## config.mk

```make
export PLATFORM = sky130hd
export DESIGN_NAME = ssr_ram
export DESIGN_NICKNAME = d
export VERILOG_FILES = /design/src/ssr_ram.sv
export SDC_FILE = /design/constraint.sdc
export NUM_CORES = 1
export LEC_CHECK = 0
export ABC_AREA = 0
export BUFFER_PORTS_ARGS = -buffer_cell sky130_fd_sc_hd__buf_2
export CAP_MARGIN = 20
export CORE_ASPECT_RATIO = 0.8
export CORE_MARGIN = 2
export CORE_UTILIZATION = 50
export CTS_BUF_LIST = sky130_fd_sc_hd__clkbuf_8
export CTS_CLUSTER_DIAMETER = 100
export DETAILED_ROUTE_END_ITERATION = 8
export HOLD_SLACK_MARGIN = 0.15
export PLACE_DENSITY = 0.7
export SLEW_MARGIN = 20
export SYNTH_ARGS = -nofsm -noshare
export SYNTH_HDL_FRONTEND = slang
export SYNTH_SLANG_ARGS = --single-unit
```

## constraint.sdc

```tcl
create_clock -name i_clk -period 1.71 [get_ports i_clk]
set_input_delay 0.342 -clock i_clk [delete_from_list [all_inputs] [get_ports i_clk]]
set_output_delay 0.342 -clock i_clk [all_outputs]
set_load 0.1 [all_outputs]
```

## src/ssr_ram.sv

```systemverilog
// Generic simple dual port RAM with one write port and one registered read port.
// Depends on nothing.
`timescale 1ns / 1ps
module ssr_ram #(
    parameter int WIDTH = 8,
    parameter int DEPTH = 16,
    parameter int AW    = (DEPTH > 1) ? $clog2(DEPTH) : 1
) (
    input  logic             i_clk,
    input  logic             i_we,
    input  logic [AW-1:0]    i_waddr,
    input  logic [WIDTH-1:0] i_wdata,
    input  logic [AW-1:0]    i_raddr,
    output logic [WIDTH-1:0] o_rdata
);

    logic [WIDTH-1:0] r_mem [DEPTH];
    logic [WIDTH-1:0] r_rdata;

    always_ff @(posedge i_clk) begin
        if (i_we) begin
            r_mem[i_waddr] <= i_wdata;
        end
        r_rdata <= r_mem[i_raddr];
    end

    assign o_rdata = r_rdata;

endmodule

```

==> results.md <==
* Status: complete, no violations
* DP HPWL at 6280 µm
* Met2 GRT Util at 31.0%
* CP delay by family, top: buffers and inverters
* Antenna-violating nets left at 0
* Flop pwr share at 56.6%
* Reg area at 0.00400 mm²
* Cells after Synth at 229
* Remaining global-route overflow at 0
* Routed length per placed instance at 22.0 µm
* Iteration-0 DRC Markers at 216
* Setup Viol. Count Final at 0
* Slowest cell delay on critical path at 460 ps
* Count leader, synth: edfxtp_1
* Filler cell count at 725
* Top-Level Pins at 26
* Asr flop ratio synth at 0%
* Die Ht at 94.8 µm
* Clk slew on worst S/H paths at 80 ps
* First-pass GRT wire length at 14,400 µm
* Max Cap Viol at 0
* Initial antenna violation count at 0
* Clock buffer depth at 2
* Drt pass-1 iters at 4
* CP max FO at 1
* Die X at 117 µm
* Setup TNS Final at 0 ps
* Final Cycle Share at 95.0%
* Fin. Hold Viols at 0
* Switch share at 22.8%
* Via density at 5.56
* PwrDens at 1110 mW/mm²
* Crit path capture type: output pin
* Crit Path Category: reg2out
* CP Data Arrival Time at 1280 ps
* Share of total power in the clock network at 35.7%
* Worst path required time at 1370 ps
* Post-CTS setup buffers at 0
* Area of the multi-input gates at 0.00106 mm²
* Syn-to-layout area delta at 15.6%
* Fin util at 58.8%
* Initial core utilization at 50.9%
* Post-synth top cells: edfxtp_1 (128), mux4_2 (18), a22oi_1 (16)
* Dpl cells at 407
* Dpl cell area at 0.00559 mm²
* Tmin final at 1620 ps
* Final Cell Area at 0.00595 mm²
* Final wirelength at 9650 µm
* Crit path launch type: flip-flop
* Met1 Usage GRT at 24.3%
* Met3 Resource Use GR at 6.70%
* Pins Over Slew Limit at 0
* Ys Warns at 0
* Vias at 2,442
* CTS HTree Levels at 4
* Leakage at 0.00203 µW
* Post-synth EDFFs at 128
* Worst-Margin Slew at 795 ps
* IO buf count at 25
* Synth area leader: edfxtp_1
* Area of the core at 0.0101 mm²
* Vias in the first global route at 2,495
* Main area contributors after synthesis: edfxtp_1 (75%), mux4_2 (7.9%), mux4_1 (7.1%), dfxtp_1 (3.1%), a22oi_1 (2.3%)
* Number of distinct library cells after synthesis at 19
* Tot GR Track Use at 19.0%
* CTS root buf: clkbuf_8
* GP Congestion at 0.736
* Worst slew margin at 46.8%
* VDD IR-drop max at 572 µV
* Combinational power share at 7.7%
* Net Sw Power at 1510 µW
* Nets at 304
* Share of cells above drive strength 1 at 32.1%
* RSZ-0062 raised after global routing: no
* Clock Skew at 8.74 ps
* Clock Latency Late Sink at 430 ps
* Post-synth top area share at 74.7%
* Pwr Total at 6620 µW
* FF+latch count, synth at 136
* Site Rows at 33
* Inserted Diodes at 0
* Cell area after synthesis at 0.00515 mm²
* Die footprint at 0.0111 mm²
* Syn nets at 247
* Max frequency at 0.616 GHz
* Avg Cell Area, Syn at 22.5 µm²
* Fin cells at 439
* Busiest layer in global routing: met2
* Synth Flop Type: edfxtp_1
* Critical path buffers and inverters at 1
* Resize count post-CTS at 0
* Cells traversed along the worst timing path: buf_2
* Residual DRC at 0
* Cts hold-fix bufs at 0
* CTS tree: yes
* Num Clock Sinks at 136
* Largest net degree at the start of global routing at 30
* Fraction of the yosys area taken by sequential cells at 77.8%
* CTS buffer count at 17
* Tightest Hold Check Type: in2reg
* Internal at 5110 µW
* Slowest-stage cell, CP: buf_2
==> routing by layer <==
| metal | up-vias | part of all wire, % | wire [µm] |
|---|---|---|---|
| met1 | 1272 | 44 | 4230 |
| met2 | 77 | 50 | 4830 |
| met3 | 4 | 5.5 | 529 |
| li1 | 1089 | - | - |
| met5 | - | 0 | 0 |
| met4 | 0 | 0.70 | 68 |
==> final timing paths <==
check	from	to	slack [ps]	cells past startpoint
min	i_wdata[3]	r_mem[4][3]	290	1
max reg2reg	r_mem[1][5]	o_rdata[5]	370	3
min reg2reg	r_mem[0][3]	o_rdata[3]	690	3
max	o_rdata[6]	o_rdata[6]	90	1
==> stage by stage <==
step / setup WS (ps) / hold slack, ps
floorplan: 102 / 441
global placement: -3.03 / 651
detailed placement: -42.8 / 678
CTS: 63.8 / 270
global route: 47.8 / 276
finish: 86.2 / 292
==> power by group through the flow <==
stage,registers (µW),clock network (µW),logic (µW)
after global placement,3820,0,510
after CTS,3750,2420,518
after floorplan,3970,0,189
after detailed placement,3820,0,518
after global routing,3750,2550,541
final,3750,2360,512
==> worst register-to-register path: cells and delay by family, from the launching register on <==
family | cells | cell delay, ps
AO/OA/AOI/OAI | 1 | 230
multiplexers | 1 | 520
AND/OR/NAND/NOR | 1 | 110
flip-flops | 1 | 360
==> flip-flops by register name (all words and copies together), names as in the netlist <==
name     flops
o_rdata      8
r_mem      128
==> cells by family after synthesis <==
| family | share of synthesized area [%] |
|---|---|
| simple gates | 3.18 |
| mux | 15.0 |
| compound gates | 2.33 |
| flops | 77.8 |
| buf+inv | 1.68 |
==> cell usage in the layout, fill, tap and decap left out <==
cell type / n
a22oi_1: 16
and2_1: 1
and2b_1: 1
buf_12: 4
buf_2: 25
buf_4: 19
bufinv_16: 1
clkbuf_8: 20
clkinv_1: 1
clkinv_2: 5
clkinvlp_4: 2
dfxtp_1: 8
edfxtp_1: 128
inv_1: 3
mux4_1: 14
mux4_2: 18
nand2_1: 9
nand2b_1: 2
nand3_1: 1
nand3b_1: 2
nor2_1: 13
nor2b_1: 1
nor3_1: 3
nor3_2: 1
or3b_2: 1
==> layout make-up <==
type / instances / share of cell area, %
Clock inverter: 12 / 1.43
Sequential cell: 136 / 67.3
Clock buffer: 20 / 4.63
Multi-Input combinational cell: 83 / 17.9
Tap cell: 140 / 2.94
Timing Repair Buffer: 48 / 5.85
Note: power is estimated with default switching activity, not from simulation.
